### config.mk
export PLATFORM = sky130hd
export DESIGN_NAME = windowed_lag_watchdog
export DESIGN_NICKNAME = d
export VERILOG_FILES = /design/src/rtl/core/wlw_pkg.sv /design/src/rtl/core/wlw_ram.sv /design/src/rtl/core/wlw_ctrl.sv /design/src/rtl/core/wlw_datapath.sv /design/src/rtl/core/windowed_lag_watchdog.sv
export VERILOG_INCLUDE_DIRS = /design/src /design/src/rtl/core
export SDC_FILE = /design/constraint.sdc
export NUM_CORES = 2
export LEC_CHECK = 0
export ABC_CLOCK_PERIOD_IN_PS = 8450
export BUFFER_PORTS_ARGS = -buffer_cell sky130_fd_sc_hd__buf_2
export CAP_MARGIN = 5
export CORE_ASPECT_RATIO = 0.6
export CORE_UTILIZATION = 41
export CTS_CLUSTER_DIAMETER = 120
export DETAILED_ROUTE_END_ITERATION = 12
export PLACE_DENSITY = 0.6
export SLEW_MARGIN = 20
export SYNTH_ARGS = -nofsm -noshare
export SYNTH_HDL_FRONTEND = slang
export SYNTH_SLANG_ARGS = --single-unit
### constraint.sdc
create_clock -name clk -period 8.45 [get_ports clk]
set_clock_uncertainty 0.2 [all_clocks]
set_input_delay 0.4225 -clock clk [delete_from_list [all_inputs] [get_ports clk]]
set_output_delay 0.4225 -clock clk [all_outputs]
set_load 0.02 [all_outputs]
### src/rtl/core/assert_macros.svh
// Assertion macros used by the watchdog datapath.
`ifndef ASSERT_MACROS_SVH
`define ASSERT_MACROS_SVH

// Clocked check, muted while reset is asserted.
`define WLW_ASSERT(lbl, clk, rst_n, prop, msg) \
  lbl: assert property (@(posedge clk) disable iff (!rst_n) prop) \
    else $error(msg);

// Clocked check that also holds during reset.
`define WLW_ASSERT_ALWAYS(lbl, clk, prop, msg) \
  lbl: assert property (@(posedge clk) prop) else $error(msg);

`endif

### src/rtl/core/wlw_pkg.sv
// Package: widths, register indexes, FSM states and control structs of the watchdog.
`timescale 1ns / 1ps

package wlw_pkg;

  // History depth
  localparam int MAX_WINDOW = 64;

  // Field widths
  localparam int MS_W    = 16;
  localparam int WIN_W   = 7;
  localparam int TIMER_W = 17;
  localparam int CFG_AW  = 3;
  localparam int CFG_DW  = 16;
  localparam int IN_W    = 16;
  localparam int OUT_W   = 40;

  // Derived widths
  localparam int PTR_W  = (MAX_WINDOW > 1) ? $clog2(MAX_WINDOW) : 1;
  localparam int FILL_W = $clog2(MAX_WINDOW + 1);
  localparam int SUM_W  = MS_W + FILL_W;
  localparam int DCNT_W = $clog2(SUM_W + 1);

  localparam logic [TIMER_W-1:0] TIMER_MAX    = '1;
  localparam logic [MS_W-1:0]    INTERVAL_RST = 16'd1000;

  // Configuration register indexes
  localparam logic [CFG_AW-1:0] REG_MONITOR_ENABLE = 3'd0;
  localparam logic [CFG_AW-1:0] REG_REBOOT_WINDOW  = 3'd1;
  localparam logic [CFG_AW-1:0] REG_ALERT_WINDOW   = 3'd2;
  localparam logic [CFG_AW-1:0] REG_ABNORMAL_LIMIT = 3'd3;
  localparam logic [CFG_AW-1:0] REG_REBOOT_INTVL   = 3'd4;
  localparam logic [CFG_AW-1:0] REG_ALERT_INTVL    = 3'd5;

  // Checker select
  localparam logic SEL_REBOOT = 1'b0;
  localparam logic SEL_ALERT  = 1'b1;

  typedef enum logic [2:0] {
    ST_IDLE,
    ST_CHECK,
    ST_SUM,
    ST_DIV,
    ST_STORE
  } wlw_state_t;

  // Controller to datapath
  typedef struct packed {
    logic accept;      // latch item, advance timers
    logic sel;         // checker being averaged
    logic walk_start;  // reset history walk
    logic walk;        // walk history one entry
    logic div_start;   // load divider from sum
    logic div_step;    // one quotient bit
    logic save_avg;    // keep quotient as checker average
    logic emit;        // load result, push duration
  } wlw_cmd_t;

  // Datapath to controller
  typedef struct packed {
    logic need_rb;
    logic need_al;
    logic walk_done;
    logic div_done;
    logic out_free;
  } wlw_status_t;

endpackage

### src/rtl/core/wlw_ram.sv
// Generic single-write, single-read RAM with registered read data.
`timescale 1ns / 1ps

module wlw_ram #(
  parameter int WIDTH = 16,
  parameter int DEPTH = 64
) (
  input  logic                                         clk,
  input  logic                                         we,
  input  logic [((DEPTH > 1) ? $clog2(DEPTH) : 1)-1:0] waddr,
  input  logic [WIDTH-1:0]                             wdata,
  input  logic                                         re,
  input  logic [((DEPTH > 1) ? $clog2(DEPTH) : 1)-1:0] raddr,
  output logic [WIDTH-1:0]                             rdata
);

  logic [WIDTH-1:0] mem_r [DEPTH];
  logic [WIDTH-1:0] rdata_r;

  // Write port
  always_ff @(posedge clk) begin
    if (we) begin
      mem_r[waddr] <= wdata;
    end
  end

  // Registered read port
  always_ff @(posedge clk) begin
    if (re) begin
      rdata_r <= mem_r[raddr];
    end
  end

  assign rdata = rdata_r;

endmodule

### src/rtl/core/wlw_ctrl.sv
// Controller FSM: sequences accept, window walks, divides and result emission.
`timescale 1ns / 1ps

module wlw_ctrl (
  input  logic                 clk,
  input  logic                 rst_n,
  input  logic                 in_tvalid,
  output logic                 in_tready,
  input  wlw_pkg::wlw_status_t sts,
  output wlw_pkg::wlw_cmd_t    cmd
);

  wlw_pkg::wlw_state_t state_r, state_nxt;
  logic                sel_r, sel_nxt;
  logic                need_cur;

  assign need_cur = (sel_r == wlw_pkg::SEL_ALERT) ? sts.need_al : sts.need_rb;

  // State registers
  always_ff @(posedge clk) begin
    if (!rst_n) begin
      state_r <= wlw_pkg::ST_IDLE;
      sel_r   <= wlw_pkg::SEL_REBOOT;
    end else begin
      state_r <= state_nxt;
      sel_r   <= sel_nxt;
    end
  end

  // Next state
  always_comb begin
    state_nxt = state_r;
    sel_nxt   = sel_r;
    unique case (state_r)
      wlw_pkg::ST_IDLE: begin
        if (in_tvalid) begin
          state_nxt = wlw_pkg::ST_CHECK;
          sel_nxt   = wlw_pkg::SEL_REBOOT;
        end
      end
      wlw_pkg::ST_CHECK: begin
        if (need_cur) begin
          state_nxt = wlw_pkg::ST_SUM;
        end else if (sel_r == wlw_pkg::SEL_ALERT) begin
          state_nxt = wlw_pkg::ST_STORE;
        end else begin
          sel_nxt = wlw_pkg::SEL_ALERT;
        end
      end
      wlw_pkg::ST_SUM: begin
        if (sts.walk_done) begin
          state_nxt = wlw_pkg::ST_DIV;
        end
      end
      wlw_pkg::ST_DIV: begin
        if (sts.div_done) begin
          if (sel_r == wlw_pkg::SEL_REBOOT) begin
            sel_nxt   = wlw_pkg::SEL_ALERT;
            state_nxt = wlw_pkg::ST_CHECK;
          end else begin
            state_nxt = wlw_pkg::ST_STORE;
          end
        end
      end
      wlw_pkg::ST_STORE: begin
        if (sts.out_free) begin
          state_nxt = wlw_pkg::ST_IDLE;
        end
      end
      default: state_nxt = wlw_pkg::ST_IDLE;
    endcase
  end

  // Commands
  always_comb begin
    cmd       = '0;
    cmd.sel   = sel_r;
    in_tready = 1'b0;
    unique case (state_r)
      wlw_pkg::ST_IDLE: begin
        in_tready  = 1'b1;
        cmd.accept = in_tvalid;
      end
      wlw_pkg::ST_CHECK: begin
        cmd.walk_start = need_cur;
      end
      wlw_pkg::ST_SUM: begin
        cmd.walk      = 1'b1;
        cmd.div_start = sts.walk_done;
      end
      wlw_pkg::ST_DIV: begin
        cmd.div_step = !sts.div_done;
        cmd.save_avg = sts.div_done;
      end
      wlw_pkg::ST_STORE: begin
        cmd.emit = sts.out_free;
      end
      default: cmd = '0;
    endcase
  end

endmodule

### src/rtl/core/wlw_datapath.sv
// Datapath: config registers, timers, history ring, window sum, divider, result register.
`timescale 1ns / 1ps

`include "assert_macros.svh"

module wlw_datapath (
  input  logic                          clk,
  input  logic                          rst_n,
  input  logic                          cfg_we,
  input  logic [wlw_pkg::CFG_AW-1:0]    cfg_addr,
  input  logic [wlw_pkg::CFG_DW-1:0]    cfg_wdata,
  input  logic [wlw_pkg::MS_W-1:0]      in_loop_ms,
  input  wlw_pkg::wlw_cmd_t             cmd,
  output wlw_pkg::wlw_status_t          sts,
  output logic                          out_tvalid,
  input  logic                          out_tready,
  output logic [wlw_pkg::OUT_W-1:0]     out_tdata
);

  localparam int MS_W    = wlw_pkg::MS_W;
  localparam int WIN_W   = wlw_pkg::WIN_W;
  localparam int TIMER_W = wlw_pkg::TIMER_W;
  localparam int PTR_W   = wlw_pkg::PTR_W;
  localparam int FILL_W  = wlw_pkg::FILL_W;
  localparam int SUM_W   = wlw_pkg::SUM_W;
  localparam int DCNT_W  = wlw_pkg::DCNT_W;
  localparam int PAD_W   = wlw_pkg::OUT_W - 2 - 2 * MS_W;

  // Configuration registers
  logic               mon_en_r;
  logic [WIN_W-1:0]   rb_win_r, al_win_r;
  logic [MS_W-1:0]    limit_r, rb_int_r, al_int_r;

  // Item state
  logic [MS_W-1:0]    loop_r;
  logic               en_r;
  logic               need_rb_r, need_al_r;
  logic [TIMER_W-1:0] rb_timer_r, al_timer_r;
  logic               latched_r;
  logic [PTR_W-1:0]   head_r;
  logic [FILL_W-1:0]  fill_r;
  logic [MS_W-1:0]    rb_avg_r, al_avg_r;

  // Walk and divider
  logic [WIN_W-1:0]   cnt_r;
  logic [PTR_W-1:0]   rd_ptr_r;
  logic               pend_r;
  logic [SUM_W-1:0]   sum_r;
  logic [SUM_W-1:0]   quo_r;
  logic [WIN_W-1:0]   rem_r;
  logic [DCNT_W-1:0]  dcnt_r;

  // Result register
  logic                     out_valid_r;
  logic [wlw_pkg::OUT_W-1:0] out_data_r;

  logic [MS_W-1:0]    rd_data;

  // Config write port
  always_ff @(posedge clk) begin
    if (!rst_n) begin
      mon_en_r <= 1'b0;
      rb_win_r <= '0;
      al_win_r <= '0;
      limit_r  <= '0;
      rb_int_r <= wlw_pkg::INTERVAL_RST;
      al_int_r <= wlw_pkg::INTERVAL_RST;
    end else if (cfg_we) begin
      unique case (cfg_addr)
        wlw_pkg::REG_MONITOR_ENABLE: mon_en_r <= cfg_wdata[0];
        wlw_pkg::REG_REBOOT_WINDOW:  rb_win_r <= cfg_wdata[WIN_W-1:0];
        wlw_pkg::REG_ALERT_WINDOW:   al_win_r <= cfg_wdata[WIN_W-1:0];
        wlw_pkg::REG_ABNORMAL_LIMIT: limit_r  <= cfg_wdata[MS_W-1:0];
        wlw_pkg::REG_REBOOT_INTVL:   rb_int_r <= cfg_wdata[MS_W-1:0];
        wlw_pkg::REG_ALERT_INTVL:    al_int_r <= cfg_wdata[MS_W-1:0];
        default: ;
      endcase
    end
  end

  // Timer advance and check decision for both checkers
  logic               rb_en, al_en;
  logic [TIMER_W:0]   rb_add, al_add;
  logic [TIMER_W-1:0] rb_t, al_t;
  logic               rb_fire, al_fire;
  logic               rb_fits, al_fits;

  always_comb begin
    rb_en   = (rb_win_r != '0) && (limit_r != '0);
    al_en   = (al_win_r != '0) && (limit_r != '0);
    rb_add  = {1'b0, rb_timer_r} + (TIMER_W + 1)'(in_loop_ms);
    al_add  = {1'b0, al_timer_r} + (TIMER_W + 1)'(in_loop_ms);
    rb_t    = rb_add[TIMER_W] ? wlw_pkg::TIMER_MAX : rb_add[TIMER_W-1:0];
    al_t    = al_add[TIMER_W] ? wlw_pkg::TIMER_MAX : al_add[TIMER_W-1:0];
    rb_fire = rb_en && (rb_t >= TIMER_W'(rb_int_r));
    al_fire = al_en && (al_t >= TIMER_W'(al_int_r));
    rb_fits = 32'(rb_win_r) <= 32'(fill_r);
    al_fits = 32'(al_win_r) <= 32'(fill_r);
  end

  // Accept: latch item, advance timers, decide which averages are needed
  always_ff @(posedge clk) begin
    if (!rst_n) begin
      rb_timer_r <= '0;
      al_timer_r <= '0;
      need_rb_r  <= 1'b0;
      need_al_r  <= 1'b0;
      en_r       <= 1'b0;
    end else if (cmd.accept) begin
      en_r      <= mon_en_r;
      need_rb_r <= mon_en_r && rb_fire && rb_fits;
      need_al_r <= mon_en_r && al_fire && al_fits;
      if (mon_en_r && rb_en) begin
        rb_timer_r <= rb_fire ? '0 : rb_t;
      end
      if (mon_en_r && al_en) begin
        al_timer_r <= al_fire ? '0 : al_t;
      end
    end
  end

  always_ff @(posedge clk) begin
    if (cmd.accept) begin
      loop_r <= in_loop_ms;
    end
  end

  // Window walk: newest entry first, one read issued per cycle
  logic [WIN_W-1:0] win_sel;
  logic             issue;
  logic [PTR_W-1:0] head_prev, rd_ptr_prev, head_next;

  always_comb begin
    win_sel     = (cmd.sel == wlw_pkg::SEL_ALERT) ? al_win_r : rb_win_r;
    issue       = cmd.walk && (cnt_r != win_sel);
    head_prev   = (head_r == '0) ? PTR_W'(wlw_pkg::MAX_WINDOW - 1) : head_r - 1'b1;
    rd_ptr_prev = (rd_ptr_r == '0) ? PTR_W'(wlw_pkg::MAX_WINDOW - 1) : rd_ptr_r - 1'b1;
    head_next   = (head_r == PTR_W'(wlw_pkg::MAX_WINDOW - 1)) ? '0 : head_r + 1'b1;
  end

  always_ff @(posedge clk) begin
    if (!rst_n) begin
      pend_r <= 1'b0;
    end else if (cmd.walk_start) begin
      pend_r <= 1'b0;
    end else if (cmd.walk) begin
      pend_r <= issue;
    end
  end

  always_ff @(posedge clk) begin
    if (cmd.walk_start) begin
      cnt_r    <= '0;
      rd_ptr_r <= head_prev;
      sum_r    <= '0;
    end else if (cmd.walk) begin
      if (issue) begin
        cnt_r    <= cnt_r + 1'b1;
        rd_ptr_r <= rd_ptr_prev;
      end
      if (pend_r) begin
        sum_r <= sum_r + SUM_W'(rd_data);
      end
    end
  end

  // Restoring divider, one quotient bit per step
  logic [WIN_W:0]   trial, trial_diff;
  logic             trial_ge;

  always_comb begin
    trial      = {rem_r, quo_r[SUM_W-1]};
    trial_ge   = trial >= {1'b0, win_sel};
    trial_diff = trial - {1'b0, win_sel};
  end

  always_ff @(posedge clk) begin
    if (!rst_n) begin
      dcnt_r <= '0;
    end else if (cmd.div_start) begin
      dcnt_r <= DCNT_W'(SUM_W);
    end else if (cmd.div_step) begin
      dcnt_r <= dcnt_r - 1'b1;
    end
  end

  always_ff @(posedge clk) begin
    if (cmd.div_start) begin
      quo_r <= sum_r;
      rem_r <= '0;
    end else if (cmd.div_step) begin
      quo_r <= {quo_r[SUM_W-2:0], trial_ge};
      rem_r <= trial_ge ? trial_diff[WIN_W-1:0] : trial[WIN_W-1:0];
    end
  end

  // Averages of this item
  always_ff @(posedge clk) begin
    if (cmd.accept) begin
      rb_avg_r <= '0;
      al_avg_r <= '0;
    end else if (cmd.save_avg) begin
      if (cmd.sel == wlw_pkg::SEL_ALERT) begin
        al_avg_r <= quo_r[MS_W-1:0];
      end else begin
        rb_avg_r <= quo_r[MS_W-1:0];
      end
    end
  end

  // Verdicts
  logic req, alert;

  always_comb begin
    req   = (rb_avg_r != '0) && (rb_avg_r >= limit_r) && !latched_r;
    alert = (al_avg_r != '0) && (al_avg_r >= limit_r);
  end

  // Emit: sticky latch, history push
  always_ff @(posedge clk) begin
    if (!rst_n) begin
      latched_r <= 1'b0;
      head_r    <= '0;
      fill_r    <= '0;
    end else if (cmd.emit) begin
      if (req) begin
        latched_r <= 1'b1;
      end
      if (en_r) begin
        head_r <= head_next;
        if (fill_r != FILL_W'(wlw_pkg::MAX_WINDOW)) begin
          fill_r <= fill_r + 1'b1;
        end
      end
    end
  end

  // Result register
  always_ff @(posedge clk) begin
    if (!rst_n) begin
      out_valid_r <= 1'b0;
    end else if (cmd.emit) begin
      out_valid_r <= 1'b1;
    end else if (out_tready) begin
      out_valid_r <= 1'b0;
    end
  end

  always_ff @(posedge clk) begin
    if (cmd.emit) begin
      out_data_r <= {{PAD_W{1'b0}}, al_avg_r, rb_avg_r, alert, req};
    end
  end

  // History ring
  wlw_ram #(
    .WIDTH (MS_W),
    .DEPTH (wlw_pkg::MAX_WINDOW)
  ) u_ring (
    .clk   (clk),
    .we    (cmd.emit && en_r),
    .waddr (head_r),
    .wdata (loop_r),
    .re    (issue),
    .raddr (rd_ptr_r),
    .rdata (rd_data)
  );

  // Status
  always_comb begin
    sts.need_rb   = need_rb_r;
    sts.need_al   = need_al_r;
    sts.walk_done = (cnt_r == win_sel) && !pend_r;
    sts.div_done  = (dcnt_r == '0);
    sts.out_free  = !out_valid_r || out_tready;
  end

  assign out_tvalid = out_valid_r;
  assign out_tdata  = out_data_r;

  // Checks
  `WLW_ASSERT(a_latch_reported, clk, rst_n, $rose(latched_r) |-> out_valid_r && out_data_r[0], "reboot latch set without a reported request")
  `WLW_ASSERT(a_div_nonzero, clk, rst_n, cmd.div_start |-> win_sel != '0, "divide started with a zero window")
  `WLW_ASSERT(a_head_tracks_fill, clk, rst_n, (32'(fill_r) < wlw_pkg::MAX_WINDOW) |-> (32'(head_r) == 32'(fill_r)), "ring head and fill count disagree before the ring is full")

endmodule

### src/rtl/core/windowed_lag_watchdog.sv
// Top level of the loop duration watchdog: controller plus datapath.
`timescale 1ns / 1ps

// Usage:
// - in_*: one item per finished loop, in_tdata[15:0] = loop duration in ms.
// - out_*: exactly one result item per input item, in input order.
// - cfg_*: write-only registers 0..5 (enable, reboot window, alert window,
//   abnormal limit, reboot interval, alert interval); write only while idle.
// - Sequencing: when no check fires, an accepted item passes through the reboot
//   and alert checks and STORE; the controller is back in idle, ready for the
//   next item, at the edge that raises out_tvalid. Each check that fires adds
//   a walk, one RAM read per stored duration on the single history read port,
//   then a 23-step bit-serial divide plus a step to keep the quotient.
// - Items are processed one at a time; in_tready is high only while idle.
// - A finished result sits in an output register; the next item is accepted
//   while it waits, and that item stalls before emission until the receiver
//   takes the pending result.
// - Reset (rst_n low, synchronous) clears timers, history fill, the reboot
//   latch and the output valid; registers return to their reset values.
//   History RAM contents are not cleared; only written entries are read.
module windowed_lag_watchdog (
  input  logic                       clk,
  input  logic                       rst_n,
  // Config write port
  input  logic                       cfg_we,
  input  logic [wlw_pkg::CFG_AW-1:0] cfg_addr,
  input  logic [wlw_pkg::CFG_DW-1:0] cfg_wdata,
  // Input items
  input  logic                       in_tvalid,
  output logic                       in_tready,
  input  logic [wlw_pkg::IN_W-1:0]   in_tdata,   // [15:0] loop_ms
  // Result items
  output logic                       out_tvalid,
  input  logic                       out_tready,
  output logic [wlw_pkg::OUT_W-1:0]  out_tdata   // [0] reboot_request, [1] alert_raised,
                                                 // [17:2] reboot_avg_ms,
                                                 // [33:18] alert_avg_ms, [39:34] zero
);

  wlw_pkg::wlw_cmd_t    cmd;
  wlw_pkg::wlw_status_t sts;

  wlw_ctrl u_ctrl (
    .clk       (clk),
    .rst_n     (rst_n),
    .in_tvalid (in_tvalid),
    .in_tready (in_tready),
    .sts       (sts),
    .cmd       (cmd)
  );

  wlw_datapath u_dp (
    .clk        (clk),
    .rst_n      (rst_n),
    .cfg_we     (cfg_we),
    .cfg_addr   (cfg_addr),
    .cfg_wdata  (cfg_wdata),
    .in_loop_ms (in_tdata[wlw_pkg::MS_W-1:0]),
    .cmd        (cmd),
    .sts        (sts),
    .out_tvalid (out_tvalid),
    .out_tready (out_tready),
    .out_tdata  (out_tdata)
  );

endmodule
==> reports/results.tsv <==
metric	value	unit
start_kind	primary input	
fin_util	0.468	
multi_input_area	0.0164	mm^2
clk_path_buf_depth	3	
synth_edf_count	1119	
slowest_delay	550	ps
ys_types	83	
synth_top_family_by_area	multiplexers	
ys_seq_area_frac	0.684	
slew_headroom	0.229	
regArea	0.0375	mm^2
fin_area	0.0618	mm^2
area_growth	12.7	%
dp_slack	3220	ps
fin_cells	5296	
path_cells	dlygate4sd3_1 -> buf_2 -> ha_1 -> fa_1 -> a211o_1 -> a2111oi_2 -> o311ai_1 -> o31ai_1 -> inv_1 -> a21oi_1 -> xor2_1 -> nand2b_1 -> ha_1 -> a211oi_1 -> o21ai_0 -> a2111oi_0 -> a211oi_1 -> nor2_1 -> o21ai_1 -> o21ai_0	
fillers	11149	
arrival	5650	ps
place_congestion	0.849	
vias	29805	
final_cell_mix	edfxtp_1 (1119), mux4_2 (315), nand2_1 (204)	
finalHoldViolCount	0	
port-buffer-count	75	
internal_power	11.9	mW
pwr-share-comb	0.208	
synthAdderAreaFrac	0.0339	
synthXorXnorAreaFrac	0.00927	
outcome	completed	
synthTopCellsByArea	edfxtp_1 (61%), mux4_2 (13%), dfxtp_1 (7.1%)	
die-area	0.135	mm^2
synth_compound_area_frac	0.0461	
drt_iter0_drc	3413	
crit_type	in -> reg	
ys_ff_latch	1313	
cp.required	8890	ps
die_x	474	um
switchingPower	4.73	mW
cts_htree_levels	3	
final_max_slew_viol_count	0	
clock_sinks	1313	
routedWlPerCell	26.0	um
cts_buffers	116	
seq_power_share	0.465	
synth_largest_area_cell	edfxtp_1	
grt_use_total	0.204	
synthMuxAreaShare	0.153	
viasPerCell	5.63	
synthArstFlopShare	0	
drtAntennaViolNets	0	
final.min_clock_period	5210	ps
antenna_found_initial	7	
clock-root-buffer	clkbuf_16	
worst_slack	3240	ps
wl	138	mm
dpl.hpwl	89.1	mm
fp.coreArea	0.132	mm^2
start_util	0.415	
fmax	0.192	GHz
ys_warn_count	0	
syn_area_per_cell	17.0	um^2
ys.flop_type	edfxtp_1	
grt_overflow	0	
synth_top_area_frac	0.613	
fp-row-count	103	
clkSlewWorstSetupHoldPaths	70	ps
layout_commonest_cell	edfxtp_1	
cts_tree	done	
cp-end-kind	flip-flop	
nNetsFinal	3596	
drc	0	
grt_pass1_vias	28463	
crit_slowest_cell	dlygate4sd3_1	
clkPwrFrac	0.327	
clkLatencyLatePin	740	ps
grt_start_max_net_pins	110	
max_cap_violations	0	
die_y	285	um
irDropWorstVdd	0.171	mV
drive_gt1_frac	0.211	
crit_buf_inv	3	
rsz0062_at_grt	no	
timing.setup.tns	0	ps
dr.pass1.iters	7	
ctsResizeCount	0	
switching_share	0.285	
syn_inst	3234	
power_leakage	20.8	nW
synth-simple-area-share	0.0537	
dp.cells	5040	
io-pin-count	82	
worst_pin_slew	1160	ps
hp-class	in -> reg	
placed_cell_area	0.0576	mm^2
cpLargestDelayFamily	compound AO/OA/AOI/OAI gates	
timing.final.crit_share	0.616	
grt_pass1_wl	201	mm
netlist_area	0.0548	mm^2
setup_viol	0	
power_density	268	mW/mm^2
cp_max_fo	11	
## logic make-up after synthesis
kind of cell,Yosys count
other,1
AOI/OAI and AO/OA,387
adders and majority gates,146
buffers and inverters,268
muxes,433
and+or+nand+nor,628
xor gates and xnor gates,58
DFF,1313
## per-layer routing
layer,GRT usage,share of wire
met5,0,0
met2,0.247,0.38
met3,0.0812,0.12
met4,0.0355,0.014
met1,0.335,0.49
## synthesized netlist by cell type, types with 6 or more instances
| cell type | instances |
|---|---|
| edfxtp_1 | 1119 |
| mux4_2 | 315 |
| nand2_1 | 204 |
| dfxtp_1 | 194 |
| nor2_1 | 188 |
| ha_1 | 142 |
| inv_1 | 115 |
| a21oi_1 | 104 |
| mux2i_1 | 94 |
| clkbuf_1 | 83 |
| o21ai_0 | 64 |
| nand3_1 | 47 |
| xnor2_1 | 38 |
| a21o_1 | 33 |
| buf_2 | 32 |
| o21a_1 | 25 |
| and2_1 | 24 |
| nand4_1 | 23 |
| nor3_1 | 23 |
| buf_1 | 20 |
| xor2_1 | 20 |
| a21boi_0 | 18 |
| nand2b_1 | 18 |
| o211ai_1 | 18 |
| nor4_1 | 17 |
| and3_1 | 16 |
| mux2_4 | 15 |
| nor2b_1 | 15 |
| o221ai_1 | 15 |
| o21ai_1 | 14 |
| o22ai_1 | 12 |
| a211oi_1 | 11 |
| a31oi_1 | 11 |
| o21ai_2 | 9 |
| or2_2 | 9 |
| or3_1 | 9 |
| buf_4 | 8 |
| mux2_2 | 8 |
| o21bai_1 | 7 |
| o31ai_1 | 6 |
## what timing repair did
action / 4_1_cts / 5_1_grt
hold buffers: 37 / 0
hold endpoints to repair: 86 / 0
setup endpoints to repair: 0 / 0
setup buffers: 0 / 0
## area by class of cell
class,instances,share of cell area
Antenna cell,2,0.0000810
Clock buffer,151,0.0504
Inverter,118,0.00717
Multi-Input combinational cell,1658,0.265
Timing Repair Buffer,203,0.0235
Tap cell,1785,0.0361
Clock inverter,66,0.0115
Sequential cell,1313,0.606
## worst register-to-register path, stage by stage, from the launching register on
cell,delay [ps]
dfxtp_1,310
ha_1,240
fa_1,450
a211o_1,340
a2111oi_2,360
o311ai_1,180
o31ai_1,400
inv_1,90
a21oi_1,190
xor2_1,220
nand2b_1,90
ha_1,290
a211oi_1,210
o21ai_0,140
a2111oi_0,420
a211oi_1,150
nor2_1,180
o21ai_1,310
o21ai_0,250
## per-stage QoR
stage | total power, mW | hold WS [ps]
final | 16.6 | 77.8
after global routing | 17.2 | 84.0
after CTS | 16.7 | 31.4
after detailed placement | 11.3 | 248
after global placement | 11.2 | 239
after floorplan | 10.0 | 226
## power by group through the flow
stage          clock (mW)  combinational (mW)  sequential, mW
4_1_cts              5.51                3.42            7.72
3_5_place_dp            0                3.40            7.86
3_3_place_gp            0                3.37            7.86
2_1_floorplan           0                2.08            7.94
5_1_grt              5.73                3.70            7.74
6_report             5.42                3.45            7.72
## path summary, 6_finish.rpt
path	slack, ps	cells after the start	from	end
worst min-delay path	80	3	rst_n	u_dp.rb_int_r[7]
worst max-delay path	3240	20	in_tdata[0]	u_dp.al_timer_r[7]
worst max register to register	3330	18	u_dp.al_timer_r[0]	u_dp.al_timer_r[7]
worst min register to register	260	2	u_dp.rb_timer_r[11]	u_dp.rb_timer_r[11]
## sequential cells by signal (all words and copies together) (netlist names), 17 cells and up
name and flops:
u_dp.quo_r 23, u_dp.sum_r 23, u_dp.out_tdata 34, u_dp.u_ring.mem_r 1024
u_dp.al_timer_r 17, u_dp.rb_timer_r 17
Power figures use the tool's default switching activity.
